### config.mk
export PLATFORM = sky130hd
export DESIGN_NAME = intra_residual_8x8
export DESIGN_NICKNAME = d
export VERILOG_FILES = /design/src/ir8_pkg.sv /design/src/intra_residual_8x8.sv
export SDC_FILE = /design/constraint.sdc
export NUM_CORES = 1
export LEC_CHECK = 0
export ABC_CLOCK_PERIOD_IN_PS = 9000
export BUFFER_PORTS_ARGS = -buffer_cell sky130_fd_sc_hd__buf_2
export CAP_MARGIN = 10
export CORE_MARGIN = 1.5
export CORE_UTILIZATION = 55
export CTS_CLUSTER_DIAMETER = 50
export DETAILED_ROUTE_END_ITERATION = 12
export GPL_ROUTABILITY_DRIVEN = 0
export PLACE_DENSITY = 0.72
export SYNTH_ARGS = -nofsm -noshare
export SYNTH_HDL_FRONTEND = slang
export SYNTH_SLANG_ARGS = --single-unit
### constraint.sdc
create_clock -name clk -period 9 [get_ports clk]
set_input_delay 1.35 -clock clk [delete_from_list [all_inputs] [get_ports clk]]
set_output_delay 1.35 -clock clk [all_outputs]
set_load 0.02 [all_outputs]
### src/ir8_pkg.sv
// ----------------------------------------------------------------------------
// ir8_pkg
// Shared types and constants for the 8x8 intra residual block: block
// geometry, request and mode codes, and the request and response payloads.
// ----------------------------------------------------------------------------
`default_nettype none

package ir8_pkg;

  // Block geometry and sample widths
  localparam int PIXEL_BITS  = 8;
  localparam int BLOCK_SIZE  = 8;
  localparam int RESID_BITS  = PIXEL_BITS + 1;
  localparam int TOP_COUNT   = 2 * BLOCK_SIZE + 1;
  localparam int LEFT_COUNT  = BLOCK_SIZE + 1;
  localparam int PIXELS      = BLOCK_SIZE * BLOCK_SIZE;
  localparam int COORD_BITS  = $clog2(BLOCK_SIZE);
  localparam int POS_BITS    = $clog2(PIXELS);
  localparam int TOP_IDX_W   = $clog2(TOP_COUNT);
  localparam int LEFT_IDX_W  = $clog2(LEFT_COUNT);
  localparam int INDEX_BITS  = 5;
  localparam int MODE_BITS   = 3;

  // Request kinds
  typedef enum logic [1:0] {
    REQ_TOP   = 2'd0,
    REQ_LEFT  = 2'd1,
    REQ_DC    = 2'd2,
    REQ_PIXEL = 2'd3
  } req_type_t;

  // Prediction modes
  typedef enum logic [MODE_BITS-1:0] {
    MODE_VERTICAL   = 3'd0,
    MODE_HORIZONTAL = 3'd1,
    MODE_DC         = 3'd2,
    MODE_DIAG_DL    = 3'd3,
    MODE_DIAG_DR    = 3'd4,
    MODE_VERT_RIGHT = 3'd5,
    MODE_HORIZ_DOWN = 3'd6,
    MODE_VERT_LEFT  = 3'd7
  } mode_t;

  // Request payload
  typedef struct packed {
    req_type_t              req_type;
    logic [INDEX_BITS-1:0]  index;
    logic [PIXEL_BITS-1:0]  value;
    mode_t                  mode;
  } req_t;

  // Response payload
  typedef struct packed {
    logic signed [RESID_BITS-1:0] residual;
    logic                         block_end;
  } rsp_t;

endpackage

`default_nettype wire

### src/intra_residual_8x8.sv
// ----------------------------------------------------------------------------
// intra_residual_8x8
// Intra prediction residuals for an 8x8 block streamed in raster order.
// ----------------------------------------------------------------------------
// Neighbour, DC and pixel requests arrive on req_*; every pixel request gives
// one residual on rsp_*, neighbour and DC writes give none. The block takes
// one request per clock: the prediction is a single select among buffered
// samples and one subtraction, registered into the response register, so a
// pixel's residual appears the cycle after it is taken. Requests keep flowing
// while a response waits as long as rsp_ready takes it in the same cycle;
// a stalled response holds req_ready low. The mode is latched at each
// block's first pixel, and block_end marks the 64th residual. No clearing
// pass follows reset; neighbours must be written before they are used.
// ----------------------------------------------------------------------------
`default_nettype none

module intra_residual_8x8 (
  input  logic          clk,
  input  logic          rst,
  input  logic          req_valid,
  output logic          req_ready,
  input  ir8_pkg::req_t req_data,
  output logic          rsp_valid,
  input  logic          rsp_ready,
  output ir8_pkg::rsp_t rsp_data
);

  localparam int PB = ir8_pkg::PIXEL_BITS;
  localparam int BS = ir8_pkg::BLOCK_SIZE;
  localparam int CB = ir8_pkg::COORD_BITS;
  localparam int TW = ir8_pkg::TOP_IDX_W;
  localparam int LW = ir8_pkg::LEFT_IDX_W;
  localparam int RB = ir8_pkg::RESID_BITS;

  // Prediction source
  typedef enum logic [2:0] {
    SRC_TOP,
    SRC_LEFT,
    SRC_DC,
    SRC_UP,
    SRC_UR,
    SRC_UL,
    SRC_PREV
  } src_t;

  // Neighbour stores and running state
  logic [PB-1:0]               top_nb  [ir8_pkg::TOP_COUNT];
  logic [PB-1:0]               left_nb [ir8_pkg::LEFT_COUNT];
  logic [PB-1:0]               dc_avg;
  // pixel history: pix_line[k] is the pixel k+1 positions back
  logic [PB-1:0]               pix_line [BS+1];
  logic [ir8_pkg::POS_BITS-1:0] pos;
  ir8_pkg::mode_t              block_mode;

  logic                        req_fire;
  logic                        pix_fire;
  ir8_pkg::mode_t              cur_mode;
  logic [CB-1:0]               row;
  logic [CB-1:0]               col;
  logic                        row0;
  logic                        col0;
  logic                        col_last;
  src_t                        src;
  logic [TW-1:0]               top_idx;
  logic [LW-1:0]               left_idx;
  logic [TW-1:0]               col_t;
  logic [TW-1:0]               row_t;
  logic [LW-1:0]               row_l;
  logic [PB-1:0]               pred;
  logic [RB-1:0]               diff;

  // Handshake: the response register parts the two sides
  assign req_ready = !rsp_valid || rsp_ready;
  assign req_fire  = req_valid && req_ready;
  assign pix_fire  = req_fire && (req_data.req_type == ir8_pkg::REQ_PIXEL);

  // Position decode; mode is taken from the request at a block's first pixel
  assign row      = pos[ir8_pkg::POS_BITS-1:CB];
  assign col      = pos[CB-1:0];
  assign row0     = (row == '0);
  assign col0     = (col == '0);
  assign col_last = (col == CB'(BS - 1));
  assign cur_mode = (pos == '0) ? req_data.mode : block_mode;
  assign col_t    = TW'(col);
  assign row_t    = TW'(row);
  assign row_l    = LW'(row);

  // Choose prediction source and neighbour index
  always_comb begin
    src      = SRC_DC;
    top_idx  = '0;
    left_idx = '0;
    unique case (cur_mode)
      ir8_pkg::MODE_VERTICAL: begin
        if (row0) begin
          src     = SRC_TOP;
          top_idx = col_t + TW'(1);
        end else begin
          src = SRC_UP;
        end
      end
      ir8_pkg::MODE_HORIZONTAL: begin
        if (col0) begin
          src      = SRC_LEFT;
          left_idx = row_l + LW'(1);
        end else begin
          src = SRC_PREV;
        end
      end
      ir8_pkg::MODE_DC: begin
        src = SRC_DC;
      end
      ir8_pkg::MODE_DIAG_DL: begin
        if (row0) begin
          src     = SRC_TOP;
          top_idx = col_t + TW'(1);
        end else if (!col_last) begin
          src = SRC_UR;
        end else begin
          src     = SRC_TOP;
          top_idx = row_t + TW'(BS + 1);
        end
      end
      ir8_pkg::MODE_DIAG_DR: begin
        if (row0) begin
          src     = SRC_TOP;
          top_idx = col_t;
        end else if (col0) begin
          src      = SRC_LEFT;
          left_idx = row_l;
        end else begin
          src = SRC_UL;
        end
      end
      ir8_pkg::MODE_VERT_RIGHT: begin
        if (row0) begin
          src     = SRC_TOP;
          top_idx = col_t;
        end else if (row[0]) begin
          src = SRC_UP;
        end else if (col0) begin
          src      = SRC_LEFT;
          left_idx = row_l;
        end else begin
          src = SRC_UL;
        end
      end
      ir8_pkg::MODE_HORIZ_DOWN: begin
        if (row0) begin
          if (col[0]) begin
            src = SRC_PREV;
          end else begin
            src     = SRC_TOP;
            top_idx = col_t;
          end
        end else if (col0) begin
          src      = SRC_LEFT;
          left_idx = row_l;
        end else if (col[0]) begin
          src = SRC_PREV;
        end else begin
          src = SRC_UL;
        end
      end
      ir8_pkg::MODE_VERT_LEFT: begin
        if (row0) begin
          src     = SRC_TOP;
          top_idx = col_t + TW'(2);
        end else if (row[0]) begin
          src = SRC_UP;
        end else if (!col_last) begin
          src = SRC_UR;
        end else begin
          src     = SRC_TOP;
          top_idx = row_t + TW'(BS);
        end
      end
      default: begin
        src = SRC_DC;
      end
    endcase
  end

  // Prediction select and residual
  always_comb begin
    case (src)
      SRC_TOP:  pred = top_nb[top_idx];
      SRC_LEFT: pred = left_nb[left_idx];
      SRC_UP:   pred = pix_line[BS-1];
      SRC_UR:   pred = pix_line[BS-2];
      SRC_UL:   pred = pix_line[BS];
      SRC_PREV: pred = pix_line[0];
      default:  pred = dc_avg;
    endcase
  end

  assign diff = RB'({1'b0, req_data.value}) - RB'({1'b0, pred});

  // Control state
  always_ff @(posedge clk) begin
    if (rst) begin
      rsp_valid  <= 1'b0;
      pos        <= '0;
      block_mode <= ir8_pkg::MODE_VERTICAL;
      dc_avg     <= '0;
    end else begin
      if (pix_fire) begin
        rsp_valid  <= 1'b1;
        block_mode <= cur_mode;
        pos        <= pos + 1'b1;
      end else if (rsp_ready) begin
        rsp_valid <= 1'b0;
      end
      if (req_fire && req_data.req_type == ir8_pkg::REQ_DC) begin
        dc_avg <= req_data.value;
      end
    end
  end

  // Neighbour writes, pixel history and response payload
  always_ff @(posedge clk) begin
    if (req_fire) begin
      unique case (req_data.req_type)
        ir8_pkg::REQ_TOP: begin
          if (req_data.index < ir8_pkg::INDEX_BITS'(ir8_pkg::TOP_COUNT)) begin
            top_nb[req_data.index] <= req_data.value;
          end
        end
        ir8_pkg::REQ_LEFT: begin
          if (req_data.index < ir8_pkg::INDEX_BITS'(ir8_pkg::LEFT_COUNT)) begin
            left_nb[LW'(req_data.index)] <= req_data.value;
          end
        end
        ir8_pkg::REQ_PIXEL: begin
          pix_line[0] <= req_data.value;
          for (int k = 1; k <= BS; k++) begin
            pix_line[k] <= pix_line[k-1];
          end
          rsp_data.residual  <= $signed(diff);
          rsp_data.block_end <= (pos == ir8_pkg::POS_BITS'(ir8_pkg::PIXELS - 1));
        end
        default: begin
        end
      endcase
    end
  end

endmodule

`default_nettype wire

; ---- Word-level counts from Yosys, hierarchy flattened
; Memory sizes are Yosys's and may differ from the RTL's.
; Cells that the tools add are included.
[word_totals]
regBits = 28
ram_bits = 280
out_inout_bits = 12
n_memories = 3
[mem_list]
columns = memory, words, word_bits, rd, rd_ports_with_merged_regs, write_ports, line_no
row1 = top_nb, 17, 8, 1, 0, 1, intra_residual_8x8.sv:47  ; logic [PB-1:0] top_nb [ir8_pkg::TOP_COUNT];
row2 = left_nb, 9, 8, 1, 0, 1, intra_residual_8x8.sv:48  ; logic [PB-1:0] left_nb [ir8_pkg::LEFT_COUNT];
row3 = pix_line, 9, 8, 9, 0, 9, intra_residual_8x8.sv:51  ; logic [PB-1:0] pix_line [BS+1];
[op_classes]
addsub = 7
magnitude_cmp = 2
eq_ne = 17
muxes = 47
reduce_logical = 15
[op_table]
columns = operator, n
row1 = $mux W3, 21
row2 = $pmux W8 S6, 1
row3 = $mux W5, 5
row4 = $pmux W5 S5, 1
row5 = $eq A3 B3 Y1 const B, 8
row6 = $pmux W3 S8, 1
row7 = $mux W1, 13
row8 = $logic_not A3 Y1, 4
row9 = $pmux W4 S3, 1
row10 = $add A3 B4 Y5 const B, 2
row11 = $eq A3 B2 Y1 const B, 3
row12 = $sub A8 B8 Y9, 1
row13 = $add A3 B1 Y4 const B, 2
row14 = $mux W4, 2
row15 = $add A6 B1 Y6 const B, 1
row16 = $eq A3 B1 Y1 const B, 2
row17 = $eq A6 B6 Y1 const B, 1
row18 = $logic_not A6 Y1, 1
row19 = $lt A5 B4 Y1 const B, 1
row20 = $lt A5 B5 Y1 const B, 1
row21 = $add A3 B2 Y4 const B, 1
row22 = $eq A2 B2 Y1 const B, 2
row23 = $mux W2, 2
row24 = $reduce_or A2 Y1, 2
row25 = 7 further kinds, 9

; ---- Logic depth before layout (Yosys ltp)
[depth]
word_depth = 8
depth_mapped = 25
depth_no_buf = 21

; ---- Worst setup path after synthesis
; Ideal clock, no wire load.
[synth_path]
path_kind = input-to-reg
from = input req_data[0] (netlist bit)
to = register rsp_data[8] (netlist bit), data pin
setup_time_ps = 258
arrival_ps = 5020
t_required_ps = 8742
setup_slack_ps = 3722
path_stages = 21
cell_sequence = clkbuf_1 nand2_1 nor2_1 mux2_4 a21oi_2 nor2_2 buf_4 mux4_2 a22oi_1 a21oi_1 a21oi_1 o22a_1 ha_1 nor2b_1 o21ai_0 nand2b_1 a21o_1 a21o_1 a21o_1 a21oi_1 xnor2_1
[synth_between]
elab_chain_len = 7
[synth_lines]
columns = item, line_no
row1 = start: declaration, intra_residual_8x8.sv:22  ; input ir8_pkg::req_t req_data,
row2 = $mux W3 (*), intra_residual_8x8.sv:83  ; assign cur_mode = (pos == '0) ? req_data.mode : block_mode;
row3 = $eq A3 B3 Y1, intra_residual_8x8.sv:93  ; unique case (cur_mode)
row4 = $reduce_or A2 Y1 (no source line), -
row5 = $pmux W5 S5 or $pmux W4 S3 (tied branches), intra_residual_8x8.sv:93
row6 = $mem_v2 Z17 W8 or $mem_v2 Z9 W8 (tied branches), -
row7 = $pmux W8 S6 (*), intra_residual_8x8.sv:186  ; case (src)
row8 = $sub A8 B8 Y9 (*), intra_residual_8x8.sv:197  ; assign diff = RB'({1'b0, req_data.value}) - RB'({1'b0, pred});
row9 = via diff[7], intra_residual_8x8.sv:70  ; logic [RB-1:0] diff;
row10 = end: declaration, intra_residual_8x8.sv:25  ; output ir8_pkg::rsp_t rsp_data
; Mark *: on every way through the listed nets, which the timed path passes. The rest lies on a longest branch.
; A chain may end at the register's enable or synchronous reset.

; ---- Worst setup path after layout
[layout_path]
from = register pos[3] (netlist bit)
to = register rsp_data[8] (netlist bit), data pin
[layout_between]
elab_chain_len = 8
[layout_lines]
columns = item, line_no
row1 = start: declaration, intra_residual_8x8.sv:52  ; logic [ir8_pkg::POS_BITS-1:0] pos;
row2 = start signal: assignment, intra_residual_8x8.sv:210  ; pos <= pos + 1'b1;
row3 = $add A3 B4 Y5 or $logic_not A6 Y1 (tied branches), "intra_residual_8x8.sv:175, intra_residual_8x8.sv:83"
row4 = $mux W5 or $mux W3 (tied branches), "intra_residual_8x8.sv:171, intra_residual_8x8.sv:83"
row5 = $mux W5 or $eq A3 B3 Y1 (tied branches), "intra_residual_8x8.sv:169, intra_residual_8x8.sv:93"
row6 = $mux W5 or $reduce_or A2 Y1 (tied branches), -
row7 = $pmux W5 S5 or $pmux W4 S3 (tied branches), intra_residual_8x8.sv:93
row8 = $mem_v2 Z17 W8 or $mem_v2 Z9 W8 (tied branches), -
row9 = $pmux W8 S6 (*), intra_residual_8x8.sv:186
row10 = $sub A8 B8 Y9 (*), intra_residual_8x8.sv:197
row11 = via diff[7], intra_residual_8x8.sv:70
; Marks and branches as above.

==> run summary <==
Clock Sinks - 308
Routed length per instance - 23.2 µm
CTS Buf Count - 35
Hold buffers post-CTS - 0
Final WL - 26.4 mm
CTS tree - built
# port buffers - 33
Min-delay src - pix_line[0][37]
FF-to-FF Start - pos[3]
Slew Viols, Final - 0
Global-route wire length before repair - 40.7 mm
Syn_nets - 823
Top cell type's share of synthesized area - 0.683
Most common cell in the netlist - edfxtp_1
DRC Markers - 0
Pwr Density - 229 mW/mm²
Worst skew pair latency - 510 ps
Placed wire-length estimate - 16.9 mm
Routed Antenna Nets - 0
# setup viols final - 0
Utilization after layout - 0.631
Starting DRT DRC Count - 841
Post-synthesis sequential area ratio - 0.712
Die Height - 155 µm
Worst-margin pin slew - 1060 ps
DRT Pass-1 Iters - 6
Yosys warning count - 0
CP max FO - 24
Leak pwr - 4.80 nW
Top-level port count - 34
Fin crit share - 0.672
Count of state elements after synthesis - 308
# diodes - 0
Ys async rst share - 0
WP data arrival - 6300 ps
Status - finished clean
Largest net degree at the start of global routing - 82
Unrepaired setup endpoints after global routing - false
Via density - 6.35
CTS clock-pin slew for the worst setup and hold paths - 60 ps
Number of global-route vias before repair - 7181
EDFF count, synth - 290
Synthesized area - 0.0127 mm²
Crit path from - pos[3]
Worst IR Drop VDD - 182 µV
Root buffer cell - clkbuf_16
Flop-to-flop setup slack - 2960 ps
CP endpoint kind - register
Max-cap viol count - 0
Hold/Removal Path Class - reg2reg
Final Hold Fails - 0
Cells after Synth - 784
Fraction of layout instances using a drive strength above 1 - 0.174
Synth area leader - edfxtp_1
Number of nets in the layout - 865
Post-synth cell types - 64
Clock Skews - 11.4 ps
Main area contributors after synthesis - edfxtp_1, mux4_2, mux2i_1, dfxtp_1, nor2_1
CP required - 9260 ps
Congestion Overflow GR - 0
Critical path class - reg2reg
Commonest cells post-synth - edfxtp_1, nor2_1, nand2_1
Die area - 0.0241 mm²
Synth Flop Type - edfxtp_1
All-Layer GR Usage - 0.227
H-tree depth - 2
Core box area - 0.0227 mm²
# fillers - 1604
Die Span X - 155 µm
Buffer count from post-CTS setup fixing - 0
Startpoint Class - register
Mapped Avg Cell Area - 16.3 µm²
Slew Limit Headroom - 0.291
Via count - 7224
Fmax - 165 MHz
Starting Density - 0.561
Clock Tree Buf Depth - 3
Fin crit period - 6040 ps
Setup TNS - 0 ps
Rows - 55
Area growth syn-to-layout - 12.5%
Initial antenna violation count - 0
PostCTS Resize Cnt - 0
==> cells by family after synthesis <==
| kind of cell | Yosys count | share of synthesized area |
|---|---|---|
| simple gates | 190 | 0.0712 |
| buf+inv | 49 | 0.0179 |
| xor+xnor | 9 | 0.00619 |
| fa+ha+maj | 17 | 0.0173 |
| flops | 308 | 0.712 |
| mux | 83 | 0.102 |
| compound gates | 128 | 0.0734 |
==> flip-flops by register name, indices dropped and copies added, names as in the netlist <==
signal and cells:
top_nb 136, left_nb 72, pix_line 72, rsp_data 10
dc_avg 8, pos 6, block_mode 3, rsp_valid 1
==> report_power, final <==
group          internal [mW]  total (mW)  leakage [nW]  switching [mW]
clock network          0.885        1.44         0.579           0.552
logic                 0.0956       0.242          1.45           0.146
registers               1.59        1.60          2.77         0.00912
==> through the flow <==
| stage | cell area [µm²] | setup slack (ps) | std cells | hold WS, ps | power (mW) |
|---|---|---|---|---|---|
| floorplan | 12700 | 3720 | 784 | 400 | 1.79 |
| global placement | 13100 | 2940 | 1072 | 401 | 1.86 |
| detailed placement | 13100 | 2890 | 1072 | 405 | 1.87 |
| CTS | 14300 | 3010 | 1136 | 419 | 3.30 |
| global route | 14300 | 2470 | 1138 | 422 | 3.38 |
| finish | 14300 | 2960 | 1138 | 418 | 3.28 |
==> cell usage in the layout (no fill, tap or decap), types with 8 or more instances in the layout <==
master,count
inv_1,13
nor2b_1,9
dfxtp_1,18
clkbuf_16,36
mux4_2,37
and3_1,8
nor2_1,76
nand2_1,43
edfxtp_1,290
nand3_1,13
a21oi_1,32
a222oi_1,8
buf_2,33
mux2i_1,41
o221ai_1,9
o21ai_0,11
ha_1,16
==> final timing paths <==
check	end	depth (start not counted)
min	pix_line[0][45]	0
max reg2reg	rsp_data[8]	21
min reg2reg	pix_line[0][45]	0
max	rsp_data[8]	21
==> area by class of cell <==
cell class                      count  area (µm²)  share of cell area
Multi-Input combinational cell    427        3450               0.241
Tap cell                          285         357              0.0249
Sequential cell                   308        9070               0.633
Inverter                           14        52.6             0.00367
Timing Repair Buffer               40         215              0.0150
Clock buffer                       42         923              0.0644
Clock inverter                     22         264              0.0184
==> worst max-delay path, cell delays in order (launching register included) <==
cell and delay (ps):
dfxtp_1 560, inv_1 200, ha_1 250, nand2b_1 440, nand2_1 160, a21oi_1 210
a22oi_1 150, nor2_4 800, buf_4 400, mux4_2 530, a22o_1 220, a221oi_1 260
o21ai_1 100, a21oi_1 170, ha_1 280, o21ai_0 90, nand2b_1 100, a21o_1 190
a21o_1 200, a21o_1 190, a21oi_1 170, xnor2_1 80
==> routing by layer <==
metal / vias to the layer above / share of wire / wire length (µm) / GRT usage
met5: - / 0 / 0 / 0
met1: 3618 / 0.41 / 10900 / 0.307
met2: 336 / 0.49 / 12900 / 0.372
met3: 60 / 0.063 / 1670 / 0.0415
met4: 0 / 0.035 / 925 / 0.0839
li1: 3210 / - / - / -
Power figures use the tool's default switching activity.
